### src/design/nl_lex_pkg.sv
package nl_lex_pkg;

   parameter int MAX_TOKEN_LEN_DEFAULT = 65535;

   parameter logic [4:0] K_WORD   = 5'd0;
   parameter logic [4:0] K_NUMBER = 5'd1;
   parameter logic [4:0] K_MODULE = 5'd2;
   parameter logic [4:0] K_LPAREN = 5'd8;
   parameter logic [4:0] K_RPAREN = 5'd9;
   parameter logic [4:0] K_LBRACK = 5'd10;
   parameter logic [4:0] K_RBRACK = 5'd11;
   parameter logic [4:0] K_COMMA  = 5'd12;
   parameter logic [4:0] K_DOT    = 5'd13;
   parameter logic [4:0] K_SEMI   = 5'd14;
   parameter logic [4:0] K_COLON  = 5'd15;
   parameter logic [4:0] K_EQUAL  = 5'd16;
   parameter logic [4:0] K_QUOTE  = 5'd17;
   parameter logic [4:0] K_EOF    = 5'd18;
   parameter logic [4:0] K_ERROR  = 5'd19;

   parameter logic [7:0] CH_TAB    = 8'h09;
   parameter logic [7:0] CH_LF     = 8'h0A;
   parameter logic [7:0] CH_CR     = 8'h0D;
   parameter logic [7:0] CH_SPACE  = 8'h20;
   parameter logic [7:0] CH_DOLLAR = 8'h24;
   parameter logic [7:0] CH_TICK   = 8'h27;
   parameter logic [7:0] CH_LPAREN = 8'h28;
   parameter logic [7:0] CH_RPAREN = 8'h29;
   parameter logic [7:0] CH_STAR   = 8'h2A;
   parameter logic [7:0] CH_COMMA  = 8'h2C;
   parameter logic [7:0] CH_DOT    = 8'h2E;
   parameter logic [7:0] CH_SLASH  = 8'h2F;
   parameter logic [7:0] CH_COLON  = 8'h3A;
   parameter logic [7:0] CH_SEMI   = 8'h3B;
   parameter logic [7:0] CH_EQUAL  = 8'h3D;
   parameter logic [7:0] CH_LBRACK = 8'h5B;
   parameter logic [7:0] CH_BSLASH = 8'h5C;
   parameter logic [7:0] CH_RBRACK = 8'h5D;
   parameter logic [7:0] CH_UNDER  = 8'h5F;

   parameter int KW_COUNT = 6;
   parameter int KW_CHARS = 9;

   parameter logic [0:KW_COUNT-1][0:KW_CHARS-1][7:0] KW_TEXT = '{
      '{"m", "o", "d", "u", "l", "e", 8'h00, 8'h00, 8'h00},
      '{"e", "n", "d", "m", "o", "d", "u", "l", "e"},
      '{"w", "i", "r", "e", 8'h00, 8'h00, 8'h00, 8'h00, 8'h00},
      '{"i", "n", "p", "u", "t", 8'h00, 8'h00, 8'h00, 8'h00},
      '{"o", "u", "t", "p", "u", "t", 8'h00, 8'h00, 8'h00},
      '{"a", "s", "s", "i", "g", "n", 8'h00, 8'h00, 8'h00}
   };
   parameter logic [0:KW_COUNT-1][15:0] KW_LEN = '{16'd6, 16'd9, 16'd4, 16'd5, 16'd6, 16'd6};

   parameter logic [62:0] VAL_MAX = {63{1'b1}};

   typedef struct packed {
      logic [4:0]  kind;
      logic [62:0] value;
      logic [31:0] line;
      logic [15:0] column;
      logic [15:0] length;
      logic        last;
   } result_type;

   function automatic result_type make_result(input logic [4:0] kind, input logic [62:0] value,
                                              input logic [31:0] line,
                                              input logic [15:0] column,
                                              input logic [15:0] length);
      result_type r;
      r.kind   = kind;
      r.value  = value;
      r.line   = line;
      r.column = column;
      r.length = length;
      r.last   = 1'b0;
      return r;
   endfunction

   function automatic logic is_space(input logic [7:0] c);
      return c == CH_SPACE || c == CH_TAB || c == CH_CR || c == CH_LF;
   endfunction

   function automatic logic is_digit(input logic [7:0] c);
      return c >= 8'h30 && c <= 8'h39;
   endfunction

   function automatic logic is_alpha(input logic [7:0] c);
      return (c >= 8'h61 && c <= 8'h7A) || (c >= 8'h41 && c <= 8'h5A) || c == CH_UNDER;
   endfunction

   function automatic logic is_alnum(input logic [7:0] c);
      return is_alpha(c) || is_digit(c) || c == CH_DOLLAR;
   endfunction

   function automatic logic is_punct(input logic [7:0] c);
      logic p;
      unique case (c)
         CH_RPAREN, CH_LBRACK, CH_RBRACK, CH_COMMA, CH_DOT,
         CH_SEMI, CH_COLON, CH_EQUAL, CH_TICK: p = 1'b1;
         default: p = 1'b0;
      endcase
      return p;
   endfunction

   function automatic logic [4:0] punct_kind(input logic [7:0] c);
      logic [4:0] k;
      unique case (c)
         CH_RPAREN: k = K_RPAREN;
         CH_LBRACK: k = K_LBRACK;
         CH_RBRACK: k = K_RBRACK;
         CH_COMMA:  k = K_COMMA;
         CH_DOT:    k = K_DOT;
         CH_SEMI:   k = K_SEMI;
         CH_COLON:  k = K_COLON;
         CH_EQUAL:  k = K_EQUAL;
         CH_TICK:   k = K_QUOTE;
         default:   k = K_ERROR;
      endcase
      return k;
   endfunction

endpackage

### src/design/netlist_lexer.sv
// Channel   Direction  Handshake               Payload
// req_      in         req_valid / req_stall   char_byte, end_of_input
// rsp_      out        rsp_valid / rsp_stall   token kind, value, line, column, length, last
//
// One request is taken per cycle while req_stall is low. Its zero, one or two tokens
// are computed in the same cycle and written into a four-entry result queue, so they
// appear on rsp_ from the next cycle on, one per cycle while rsp_stall is low.
// req_stall rises while the queue holds three or more tokens.
// Synchronous reset empties the queue and returns the lexer to idle at line 1, column 0.
module netlist_lexer #(
   parameter int MAX_TOKEN_LEN = nl_lex_pkg::MAX_TOKEN_LEN_DEFAULT
) (
   input  logic        clock,
   input  logic        reset,
   input  logic        req_valid,
   output logic        req_stall,
   input  logic [7:0]  req_char_byte,
   input  logic        req_end_of_input,
   output logic        rsp_valid,
   input  logic        rsp_stall,
   output logic [4:0]  rsp_token_kind,
   output logic [62:0] rsp_number_value,
   output logic [31:0] rsp_token_line,
   output logic [15:0] rsp_token_column,
   output logic [15:0] rsp_token_length,
   output logic        rsp_last_of_run
);

   typedef enum logic [3:0] {
      M_IDLE, M_WORD, M_NUMBER, M_ESCAPE, M_SLASH, M_PAREN, M_COMMENT, M_STAR, M_HALTED
   } mode_type;

   localparam logic [15:0] LEN_MAX = 16'(MAX_TOKEN_LEN);

   mode_type    mode_ff, mode_in;
   logic [63:0] acc_ff, acc_in;
   logic [15:0] wlen_ff, wlen_in;
   logic [31:0] line_ff, line_in;
   logic [15:0] col_ff, col_in;
   logic [31:0] sline_ff, sline_in;
   logic [15:0] scol_ff, scol_in;
   logic        closer_ff, closer_in;
   logic [7:0]  kbuf_ff [nl_lex_pkg::KW_CHARS];

   nl_lex_pkg::result_type queue_ff [4];
   logic [1:0] rd_ptr_ff, wr_ptr_ff;
   logic [2:0] count_ff;

   logic        take, pop;
   logic [7:0]  c;
   logic        buf_we;
   logic [3:0]  buf_idx;
   logic        fresh;
   logic        a_v, b_v;
   nl_lex_pkg::result_type a_res, b_res, slot0, slot1;
   logic [1:0]  push_n;
   logic [4:0]  word_kind;
   logic [66:0] prod;
   logic [15:0] wlen_inc;

   assign c        = req_char_byte;
   assign take     = req_valid && !req_stall;
   assign pop      = rsp_valid && !rsp_stall;
   assign req_stall = count_ff > 3'd2;
   assign wlen_inc = (wlen_ff < LEN_MAX) ? wlen_ff + 16'd1 : wlen_ff;
   assign prod     = ({4'b0, acc_ff[62:0]} << 3) + ({4'b0, acc_ff[62:0]} << 1)
                     + {63'b0, c[3:0]};

   always_comb begin
      logic match;
      word_kind = nl_lex_pkg::K_WORD;
      for (int i = 0; i < nl_lex_pkg::KW_COUNT; i++) begin
         match = (wlen_ff == nl_lex_pkg::KW_LEN[i]);
         for (int j = 0; j < nl_lex_pkg::KW_CHARS; j++) begin
            if (16'(j) < nl_lex_pkg::KW_LEN[i] && kbuf_ff[j] != nl_lex_pkg::KW_TEXT[i][j]) begin
               match = 1'b0;
            end
         end
         if (match) begin
            word_kind = nl_lex_pkg::K_MODULE + 5'(i);
         end
      end
   end

   always_comb begin
      mode_in   = mode_ff;
      acc_in    = acc_ff;
      wlen_in   = wlen_ff;
      line_in   = line_ff;
      col_in    = col_ff;
      sline_in  = sline_ff;
      scol_in   = scol_ff;
      closer_in = closer_ff;
      buf_we    = 1'b0;
      buf_idx   = wlen_ff[3:0];
      fresh     = 1'b0;
      a_v       = 1'b0;
      b_v       = 1'b0;
      a_res     = nl_lex_pkg::make_result(nl_lex_pkg::K_EOF, '0, line_ff, col_ff, '0);
      b_res     = a_res;
      if (take && mode_ff != M_HALTED) begin
         if (req_end_of_input) begin
            unique case (mode_ff)
               M_WORD: begin
                  a_v = 1'b1;
                  a_res = nl_lex_pkg::make_result(word_kind, '0, sline_ff, scol_ff, wlen_ff);
                  mode_in = M_IDLE;
               end
               M_NUMBER: begin
                  a_v = 1'b1;
                  if (acc_ff[63]) begin
                     a_res = nl_lex_pkg::make_result(nl_lex_pkg::K_ERROR, nl_lex_pkg::VAL_MAX,
                                                     sline_ff, scol_ff, wlen_ff);
                     mode_in = M_HALTED;
                  end else begin
                     a_res = nl_lex_pkg::make_result(nl_lex_pkg::K_NUMBER, acc_ff[62:0],
                                                     sline_ff, scol_ff, wlen_ff);
                     mode_in = M_IDLE;
                  end
               end
               M_ESCAPE: begin
                  a_v = 1'b1;
                  a_res = nl_lex_pkg::make_result(nl_lex_pkg::K_WORD, '0, sline_ff, scol_ff,
                                                  wlen_ff);
                  mode_in = M_IDLE;
               end
               M_PAREN: begin
                  a_v = 1'b1;
                  a_res = nl_lex_pkg::make_result(nl_lex_pkg::K_LPAREN, '0, sline_ff, scol_ff,
                                                  16'd1);
                  mode_in = M_IDLE;
               end
               M_SLASH, M_COMMENT, M_STAR: begin
                  a_v = 1'b1;
                  a_res = nl_lex_pkg::make_result(nl_lex_pkg::K_ERROR, '0, line_ff, col_ff, '0);
                  mode_in = M_HALTED;
               end
               default: ;
            endcase
            if (mode_in != M_HALTED) begin
               b_v = 1'b1;
               b_res = nl_lex_pkg::make_result(nl_lex_pkg::K_EOF, '0, line_ff, col_ff, '0);
               mode_in = M_IDLE;
            end
         end else begin
            unique case (mode_ff)
               M_WORD: begin
                  if (nl_lex_pkg::is_alnum(c)) begin
                     buf_we = wlen_ff < 16'(nl_lex_pkg::KW_CHARS);
                     wlen_in = wlen_inc;
                  end else begin
                     a_v = 1'b1;
                     a_res = nl_lex_pkg::make_result(word_kind, '0, sline_ff, scol_ff, wlen_ff);
                     mode_in = M_IDLE;
                     fresh = 1'b1;
                  end
               end
               M_NUMBER: begin
                  if (nl_lex_pkg::is_digit(c)) begin
                     if (!acc_ff[63]) begin
                        acc_in = (prod[66:63] != 4'd0) ? {1'b1, 63'b0} : {1'b0, prod[62:0]};
                     end
                     wlen_in = wlen_inc;
                  end else begin
                     a_v = 1'b1;
                     if (acc_ff[63]) begin
                        a_res = nl_lex_pkg::make_result(nl_lex_pkg::K_ERROR,
                                                        nl_lex_pkg::VAL_MAX, sline_ff, scol_ff,
                                                        wlen_ff);
                        mode_in = M_HALTED;
                     end else begin
                        a_res = nl_lex_pkg::make_result(nl_lex_pkg::K_NUMBER, acc_ff[62:0],
                                                        sline_ff, scol_ff, wlen_ff);
                        mode_in = M_IDLE;
                        fresh = 1'b1;
                     end
                  end
               end
               M_ESCAPE: begin
                  if (nl_lex_pkg::is_space(c)) begin
                     a_v = 1'b1;
                     a_res = nl_lex_pkg::make_result(nl_lex_pkg::K_WORD, '0, sline_ff, scol_ff,
                                                     wlen_ff);
                     mode_in = M_IDLE;
                  end else begin
                     wlen_in = wlen_inc;
                  end
               end
               M_SLASH: begin
                  if (c == nl_lex_pkg::CH_STAR) begin
                     mode_in = M_COMMENT;
                     closer_in = 1'b0;
                  end else begin
                     a_v = 1'b1;
                     a_res = nl_lex_pkg::make_result(nl_lex_pkg::K_ERROR, '0, line_ff, col_ff,
                                                     '0);
                     mode_in = M_HALTED;
                  end
               end
               M_PAREN: begin
                  if (c == nl_lex_pkg::CH_STAR) begin
                     mode_in = M_COMMENT;
                     closer_in = 1'b1;
                  end else begin
                     a_v = 1'b1;
                     a_res = nl_lex_pkg::make_result(nl_lex_pkg::K_LPAREN, '0, sline_ff,
                                                     scol_ff, 16'd1);
                     mode_in = M_IDLE;
                     fresh = 1'b1;
                  end
               end
               M_COMMENT: begin
                  if (c == nl_lex_pkg::CH_STAR) begin
                     mode_in = M_STAR;
                  end
               end
               M_STAR: begin
                  if (c == (closer_ff ? nl_lex_pkg::CH_RPAREN : nl_lex_pkg::CH_SLASH)) begin
                     mode_in = M_IDLE;
                  end else if (c != nl_lex_pkg::CH_STAR) begin
                     mode_in = M_COMMENT;
                  end
               end
               default: fresh = 1'b1;
            endcase

            if (fresh && !nl_lex_pkg::is_space(c)) begin
               if (c == nl_lex_pkg::CH_SLASH || c == nl_lex_pkg::CH_LPAREN ||
                   c == nl_lex_pkg::CH_BSLASH || nl_lex_pkg::is_alpha(c) ||
                   nl_lex_pkg::is_digit(c)) begin
                  sline_in = line_ff;
                  scol_in  = col_ff;
                  wlen_in  = 16'd1;
                  if (c == nl_lex_pkg::CH_SLASH) begin
                     mode_in = M_SLASH;
                  end else if (c == nl_lex_pkg::CH_LPAREN) begin
                     mode_in = M_PAREN;
                  end else if (c == nl_lex_pkg::CH_BSLASH) begin
                     mode_in = M_ESCAPE;
                  end else if (nl_lex_pkg::is_alpha(c)) begin
                     mode_in = M_WORD;
                     buf_we  = 1'b1;
                     buf_idx = 4'd0;
                  end else begin
                     mode_in = M_NUMBER;
                     acc_in  = {60'b0, c[3:0]};
                  end
               end else if (nl_lex_pkg::is_punct(c)) begin
                  b_v = 1'b1;
                  b_res = nl_lex_pkg::make_result(nl_lex_pkg::punct_kind(c), '0, line_ff,
                                                  col_ff, 16'd1);
               end else begin
                  b_v = 1'b1;
                  b_res = nl_lex_pkg::make_result(nl_lex_pkg::K_ERROR, '0, line_ff, col_ff,
                                                  '0);
                  mode_in = M_HALTED;
               end
            end

            if (c == nl_lex_pkg::CH_LF) begin
               if (line_ff != 32'hFFFF_FFFF) begin
                  line_in = line_ff + 32'd1;
               end
               col_in = 16'd0;
            end else if (col_ff != 16'hFFFF) begin
               col_in = col_ff + 16'd1;
            end
         end
      end
   end

   always_comb begin
      push_n = {1'b0, a_v} + {1'b0, b_v};
      slot0 = a_v ? a_res : b_res;
      slot1 = b_res;
      slot0.last = !(a_v && b_v);
      slot1.last = 1'b1;
   end

   always_ff @(posedge clock) begin
      if (reset) begin
         mode_ff   <= M_IDLE;
         acc_ff    <= '0;
         wlen_ff   <= '0;
         line_ff   <= 32'd1;
         col_ff    <= '0;
         sline_ff  <= 32'd1;
         scol_ff   <= '0;
         closer_ff <= 1'b0;
         rd_ptr_ff <= '0;
         wr_ptr_ff <= '0;
         count_ff  <= '0;
      end else begin
         mode_ff   <= mode_in;
         acc_ff    <= acc_in;
         wlen_ff   <= wlen_in;
         line_ff   <= line_in;
         col_ff    <= col_in;
         sline_ff  <= sline_in;
         scol_ff   <= scol_in;
         closer_ff <= closer_in;
         rd_ptr_ff <= rd_ptr_ff + {1'b0, pop};
         wr_ptr_ff <= wr_ptr_ff + push_n;
         count_ff  <= count_ff + {1'b0, push_n} - {2'b0, pop};
      end
   end

   always_ff @(posedge clock) begin
      if (buf_we) begin
         kbuf_ff[buf_idx] <= c;
      end
      if (push_n != 2'd0) begin
         queue_ff[wr_ptr_ff] <= slot0;
      end
      if (push_n == 2'd2) begin
         queue_ff[wr_ptr_ff + 2'd1] <= slot1;
      end
   end

   assign rsp_valid        = count_ff != 3'd0;
   assign rsp_token_kind   = queue_ff[rd_ptr_ff].kind;
   assign rsp_number_value = queue_ff[rd_ptr_ff].value;
   assign rsp_token_line   = queue_ff[rd_ptr_ff].line;
   assign rsp_token_column = queue_ff[rd_ptr_ff].column;
   assign rsp_token_length = queue_ff[rd_ptr_ff].length;
   assign rsp_last_of_run  = queue_ff[rd_ptr_ff].last;

   a_queue_bound: assert property (@(posedge clock) disable iff (reset)
      count_ff <= 3'd4)
      else $error("result queue overflow");

   a_halt_sticky: assert property (@(posedge clock) disable iff (reset)
      mode_ff == M_HALTED |=> mode_ff == M_HALTED)
      else $error("lexer left the halted state without reset");

   a_halt_silent: assert property (@(posedge clock) disable iff (reset)
      take && mode_ff == M_HALTED |-> push_n == 2'd0)
      else $error("token produced while halted");

   a_end_answers: assert property (@(posedge clock) disable iff (reset)
      take && req_end_of_input && mode_ff != M_HALTED |-> push_n != 2'd0)
      else $error("end mark produced no token");

endmodule

### config.mk
export PLATFORM = sky130hd
export DESIGN_NAME = netlist_lexer
export DESIGN_NICKNAME = d
export VERILOG_FILES = /design/src/design/nl_lex_pkg.sv /design/src/design/netlist_lexer.sv
export SDC_FILE = /design/constraint.sdc
export NUM_CORES = 2
export LEC_CHECK = 0
export BUFFER_PORTS_ARGS = -buffer_cell sky130_fd_sc_hd__buf_4
export CAP_MARGIN = 20
export CORE_ASPECT_RATIO = 0.8
export CORE_UTILIZATION = 55
export DETAILED_ROUTE_END_ITERATION = 7
export PLACE_DENSITY = 0.77
export SYNTH_ARGS = -nofsm -noshare
export SYNTH_HDL_FRONTEND = slang
export SYNTH_SLANG_ARGS = --single-unit
export TNS_END_PERCENT = 100
### constraint.sdc
create_clock -name clock -period 11.25 [get_ports clock]
set_input_delay 2.25 -clock clock [delete_from_list [all_inputs] [get_ports clock]]
set_output_delay 2.25 -clock clock [all_outputs]
set_load 0.02 [all_outputs]
==> report_table.html <==
<table>
<tr><th>Metric</th><th>Value</th></tr>
<tr><th colspan="2">Run status</th></tr>
<tr><td>Result of the run</td><td>finished clean</td></tr>
<tr><th colspan="2">Worst setup path</th></tr>
<tr><td>Number of buffer and inverter instances along the worst setup path</td><td>4</td></tr>
<tr><td>Kind of cell adding the most delay to the critical path</td><td>compound AO/OA/AOI/OAI gates</td></tr>
<tr><td>Slowest cell on crit path</td><td>sky130_fd_sc_hd__fa_1</td></tr>
<tr><td>Required time of the critical path</td><td>roughly 12,000 ps</td></tr>
<tr><td>Longest individual stage delay on the worst path</td><td>610 ps</td></tr>
<tr><td>Depth of the worst register-to-register path</td><td>15</td></tr>
<tr><td>Reg-to-reg startpoint</td><td>acc_ff[0]$_SDFFE_PP0P_</td></tr>
<tr><td>Worst-path maximum fanout</td><td>58</td></tr>
<tr><td>Worst setup EP type</td><td>register</td></tr>
<tr><td>End point of the critical path</td><td>acc_ff[4]$_SDFFE_PP0P_</td></tr>
<tr><td>Kind of start point of the critical path</td><td>input pin</td></tr>
<tr><td>Stages on worst setup path</td><td>16</td></tr>
<tr><td>Timing startpoint of the critical path</td><td>req_char_byte[3]</td></tr>
<tr><td>Ordered cell list for the critical path</td><td>buf_4 -&gt; inv_1 -&gt; fa_1 -&gt; inv_1 -&gt; ha_1 -&gt; a211oi_1 -&gt; o21ai_0 -&gt; a22oi_1 -&gt; nand2_1 -&gt; a21oi_1 -&gt; o221ai_1 -&gt; a211oi_1 -&gt; mux2_2 -&gt; nor4_4 -&gt; buf_4 -&gt; a32o_1</td></tr>
<tr><td>Crit Path Class</td><td>input pin to register</td></tr>
<tr><td>Endpoint of the most critical register-to-register path</td><td>acc_ff[4]$_SDFFE_PP0P_</td></tr>
<tr><td>CP Data Arrival Time</td><td>7260 ps</td></tr>
<tr><td>Reg2Reg Setup Slack</td><td>6150 ps</td></tr>
<tr><th colspan="2">Cells and area</th></tr>
<tr><td>ANT cells</td><td>0</td></tr>
<tr><td>Number of filler instances in the final layout</td><td>5,478</td></tr>
<tr><td>Area overhead of the layout relative to synthesis</td><td>11.19%</td></tr>
<tr><td>Number of nets in the final layout</td><td>3,827</td></tr>
<tr><td>Ratio of cells with drive above 1 in the final layout</td><td>0.1399</td></tr>
<tr><th colspan="2">Timing</th></tr>
<tr><td>Time the final worst path needs with I/O delays and setup</td><td>~6700 ps</td></tr>
<tr><td>Hold_ws</td><td>448.3 ps</td></tr>
<tr><td>Peak clock frequency supported by timing</td><td>about 150 MHz</td></tr>
<tr><td>Final clock skew</td><td>39.56 ps</td></tr>
<tr><td>RSZ-0062 raised after global routing</td><td>false</td></tr>
<tr><td>Final hold violation count</td><td>0</td></tr>
<tr><td>Worst max-slew margin expressed relative to the limit</td><td>0.2930</td></tr>
<tr><td>Setup Viol. Count Final</td><td>0</td></tr>
<tr><td>Fin Setup TNS</td><td>0 ps</td></tr>
<tr><td>Share of the clock period used by the worst path after layout</td><td>0.5931</td></tr>
<tr><td>Final slew viol count</td><td>0</td></tr>
<tr><td>Worst Max-Slew Pin Slew</td><td>1060 ps</td></tr>
<tr><th colspan="2">Worst hold path</th></tr>
<tr><td>Type of the tightest min-delay check</td><td>register to register</td></tr>
<tr><th colspan="2">CTS</th></tr>
<tr><td>Total clock buffers created by CTS</td><td>78</td></tr>
<tr><td>Clock tree buffer depth</td><td>3</td></tr>
<tr><td>Latest clock arrival within the worst-skew pair</td><td>roughly 650 ps</td></tr>
<tr><td>Clock-pin slew reported for the worst setup and hold paths after clock tree synthesis</td><td>approximately 60 ps</td></tr>
<tr><td>Hold_buf cts</td><td>0</td></tr>
<tr><td>Number of sinks on the clock net</td><td>792</td></tr>
<tr><td>CTS tree</td><td>yes</td></tr>
<tr><td>Post-cts resize count</td><td>0</td></tr>
<tr><td>Buffer cell driving the clock tree root</td><td>sky130_fd_sc_hd__clkbuf_16</td></tr>
<tr><td>H-Tree Level Count</td><td>3</td></tr>
<tr><td># Post-CTS Setup Buffers</td><td>0</td></tr>
<tr><th colspan="2">Synthesis</th></tr>
<tr><td>Ys flop type</td><td>sky130_fd_sc_hd__dfxtp_1</td></tr>
<tr><td>Gate Count Post-Synth</td><td>3,704</td></tr>
<tr><td>Mean instance size in the synthesized netlist</td><td>10.39 sq um</td></tr>
<tr><td>Net count of the mapped netlist</td><td>between 3,000 and 4,000</td></tr>
<tr><td>Number of flops mapped to enable cells by yosys</td><td>288</td></tr>
<tr><td>Yosys Warn Count</td><td>0</td></tr>
<tr><td>Register bit count reported by yosys</td><td>approximately 790</td></tr>
<tr><td>Area of the mapped netlist</td><td>38,500 sq um</td></tr>
<tr><td>Seq/Total Area, Yosys</td><td>0.4867</td></tr>
<tr><td>Ranking of synthesized cells by area</td><td>sky130_fd_sc_hd__dfxtp_1 26%, sky130_fd_sc_hd__edfxtp_1 22%, sky130_fd_sc_hd__mux4_2 7.8%</td></tr>
<tr><td>Post-synthesis cell type count</td><td>94</td></tr>
<tr><td>Async S/R FF share, synth</td><td>0</td></tr>
<tr><td>Most frequent cell after synthesis</td><td>sky130_fd_sc_hd__dfxtp_1</td></tr>
<tr><td>Top cell type's share of synthesized area</td><td>0.2621</td></tr>
<tr><td>Top cells by count, synth</td><td>504 x sky130_fd_sc_hd__dfxtp_1, 438 x sky130_fd_sc_hd__nand2_1, 378 x sky130_fd_sc_hd__o21ai_0</td></tr>
<tr><td>Post-synthesis cell type with the largest combined area</td><td>sky130_fd_sc_hd__dfxtp_1</td></tr>
<tr><th colspan="2">Floorplanning</th></tr>
<tr><td>Horiz. Die Dim</td><td>~300 um</td></tr>
<tr><td>Total I/O pin count</td><td>148</td></tr>
<tr><td>Total die area</td><td>71,060 sq um</td></tr>
<tr><td>Standard cell core area</td><td>69,080 sq um</td></tr>
<tr><td>Die extent in y</td><td>238.6 um</td></tr>
<tr><td>Std cell rows</td><td>86</td></tr>
<tr><td>Starting density of the core</td><td>0.5573</td></tr>
<tr><th colspan="2">Routing</th></tr>
<tr><td>Total via count in the routed design</td><td>between 30,000 and 40,000</td></tr>
<tr><td>Antenna Violating Nets Remaining</td><td>0</td></tr>
<tr><td>Routed wire per std cell</td><td>22.36 um</td></tr>
<tr><td>Total length of routed wires</td><td>104.3 mm</td></tr>
<tr><td>Detailed-route vias per instance</td><td>approximately 6.4</td></tr>
<tr><td>Final routed DRC violation total</td><td>0</td></tr>
<tr><td>First-pass iteration count of the detailed router</td><td>6</td></tr>
<tr><td>Iteration-0 DRC Markers</td><td>3,298</td></tr>
<tr><th colspan="2">Run</th></tr>
<tr><td>Number of maximum-capacitance constraint violations</td><td>0</td></tr>
<tr><th colspan="2">Power and ir drop</th></tr>
<tr><td>Leakage power summed over all cells</td><td>16.13 nW</td></tr>
<tr><td>Cell area power density</td><td>164.0 nW/um^2</td></tr>
<tr><td>Maximum vdd drop</td><td>126.3 uV</td></tr>
<tr><th colspan="2">Global route</th></tr>
<tr><td>Global-route wire length before repair</td><td>163.2 mm</td></tr>
<tr><td>Pin count of the biggest net entering global routing</td><td>77</td></tr>
<tr><td>Remaining global-route overflow</td><td>0</td></tr>
<tr><td>Via count of the first global-routing pass</td><td>between 20,000 and 30,000</td></tr>
<tr><td>Number of antenna violations at the first check in global routing</td><td>3</td></tr>
<tr><td>Total global routing track utilization</td><td>0.2894</td></tr>
<tr><th colspan="2">Placement</th></tr>
<tr><td>Port buffer count</td><td>147</td></tr>
<tr><td>Detailed Place HPWL</td><td>67.29 mm</td></tr>
<tr><td>Final estimated routing congestion in global placement</td><td>0.9346</td></tr>
</table>
==> through the flow <==
| stage | power (mW) | setup slack, ps | area (sq um) | utilization | std cells |
|---|---|---|---|---|---|
| finish | 7.019 | 4577 | 42810 | 0.6196 | 4662 |
| global route | 7.243 | 4194 | 42810 | 0.6196 | 4662 |
| CTS | 7.045 | 4677 | 42750 | 0.6189 | 4659 |
| detailed placement | 4.345 | 4039 | 40050 | 0.5797 | 4514 |
| global placement | 4.331 | 4115 | 40050 | 0.5797 | 4514 |
| floorplan | 3.908 | 4270 | 38500 | - | 3704 |
==> layout make-up <==
class	count	area (sq um)	area share
sequential	792	18750	0.4379
multi-input combinational	2557	18500	0.4321
clock buffer	109	2325	0.05431
timing repair buffer	201	1538	0.03592
tap	924	1156	0.02701
clock inverter	36	384.1	0.008973
inverter	43	161.4	0.003771
==> layer usage <==
layer / vias to the layer above / GRT usage / wire, um
li1: 13770 / - / -
met4: 2 / 0.08314 / 2416
met5: - / 0 / 13
met2: 1436 / 0.4115 / 43460
met3: 172 / 0.09687 / 12770
met1: 14640 / 0.4176 / 45610
==> sequential cells by signal (all words and copies together), names as in the netlist <==
| register | flops |
|---|---|
| queue_ff | 532 |
| kbuf_ff | 72 |
| acc_ff | 64 |
| line_ff | 32 |
| sline_ff | 32 |
| col_ff | 16 |
| scol_ff | 16 |
| wlen_ff | 16 |
| mode_ff | 4 |
| count_ff | 3 |
| rd_ptr_ff | 2 |
| wr_ptr_ff | 2 |
| closer_ff | 1 |
==> how the worst min path moves through the flow <==
stage | startpoint | to | slack, ps | depth (start not counted)
6_report | queue_ff[3][111]$_SDFFE_PP0P_ | queue_ff[3][111]$_SDFFE_PP0P_ | 450 | 2
5_1_grt | queue_ff[3][75]$_SDFFE_PP0P_ | queue_ff[3][75]$_SDFFE_PP0P_ | 470 | 2
4_1_cts | queue_ff[3][111]$_SDFFE_PP0P_ | queue_ff[3][111]$_SDFFE_PP0P_ | 450 | 2
3_5_place_dp | queue_ff[3][109]$_SDFFE_PP0P_ | queue_ff[3][109]$_SDFFE_PP0P_ | 440 | 2
3_3_place_gp | queue_ff[0][101]$_SDFFE_PP0P_ | queue_ff[0][101]$_SDFFE_PP0P_ | 430 | 2
2_1_floorplan | queue_ff[1][100]$_SDFFE_PP0P_ | queue_ff[1][100]$_SDFFE_PP0P_ | 420 | 2
==> cell usage in the layout, fill, tap and decap left out, types with 15 or more instances in the layout <==
master / instances
sky130_fd_sc_hd__nor3_1: 26
sky130_fd_sc_hd__clkbuf_16: 86
sky130_fd_sc_hd__inv_1: 39
sky130_fd_sc_hd__a22o_1: 266
sky130_fd_sc_hd__mux2i_1: 46
sky130_fd_sc_hd__a21o_1: 25
sky130_fd_sc_hd__and3_1: 38
sky130_fd_sc_hd__or3_1: 27
sky130_fd_sc_hd__dfxtp_1: 501
sky130_fd_sc_hd__mux4_2: 133
sky130_fd_sc_hd__o211ai_1: 15
sky130_fd_sc_hd__nand2b_1: 27
sky130_fd_sc_hd__o21ai_0: 378
sky130_fd_sc_hd__nor2b_1: 16
sky130_fd_sc_hd__o21a_1: 15
sky130_fd_sc_hd__a221oi_1: 15
sky130_fd_sc_hd__a32o_1: 61
sky130_fd_sc_hd__nor4_1: 20
sky130_fd_sc_hd__o22ai_1: 26
sky130_fd_sc_hd__nor2_1: 279
sky130_fd_sc_hd__buf_4: 198
sky130_fd_sc_hd__nand3_1: 42
sky130_fd_sc_hd__nand2_1: 433
sky130_fd_sc_hd__a21oi_1: 136
sky130_fd_sc_hd__nand4_1: 44
sky130_fd_sc_hd__xor2_1: 66
sky130_fd_sc_hd__xnor2_1: 42
sky130_fd_sc_hd__edfxtp_1: 288
sky130_fd_sc_hd__ha_1: 138
sky130_fd_sc_hd__a31oi_1: 23
==> worst min-delay path: cells and delay by family (launching register included) <==
kind             cells  cell delay [ps]
AO/OA/AOI/OAI        1               50
flip-flops           1              320
AND/OR/NAND/NOR      1               40
==> cell families (layout without fill, tap and decap cells) <==
logic type                 after synthesis  count (layout)  share of synthesized area
and+or+nand+nor                       1065            1065                     0.1289
xor gates and xnor gates               108             108                    0.02457
muxes                                  181             181                    0.09035
AOI/OAI and AO/OA                     1062            1062                     0.1871
buffers and inverters                  355             389                    0.03591
DFF                                    792             792                     0.4867
adders and majority gates              141             141                    0.04641
==> power breakdown <==
part / total (mW) / internal, mW / switching (mW)
logic: 1.14 / 0.414 / 0.721
registers: 3.16 / 3.07 / 0.0858
clock network: 2.73 / 1.58 / 1.15
total: 7.02 / 5.06 / 1.96
No activity file was read; power rests on OpenSTA's default activity.
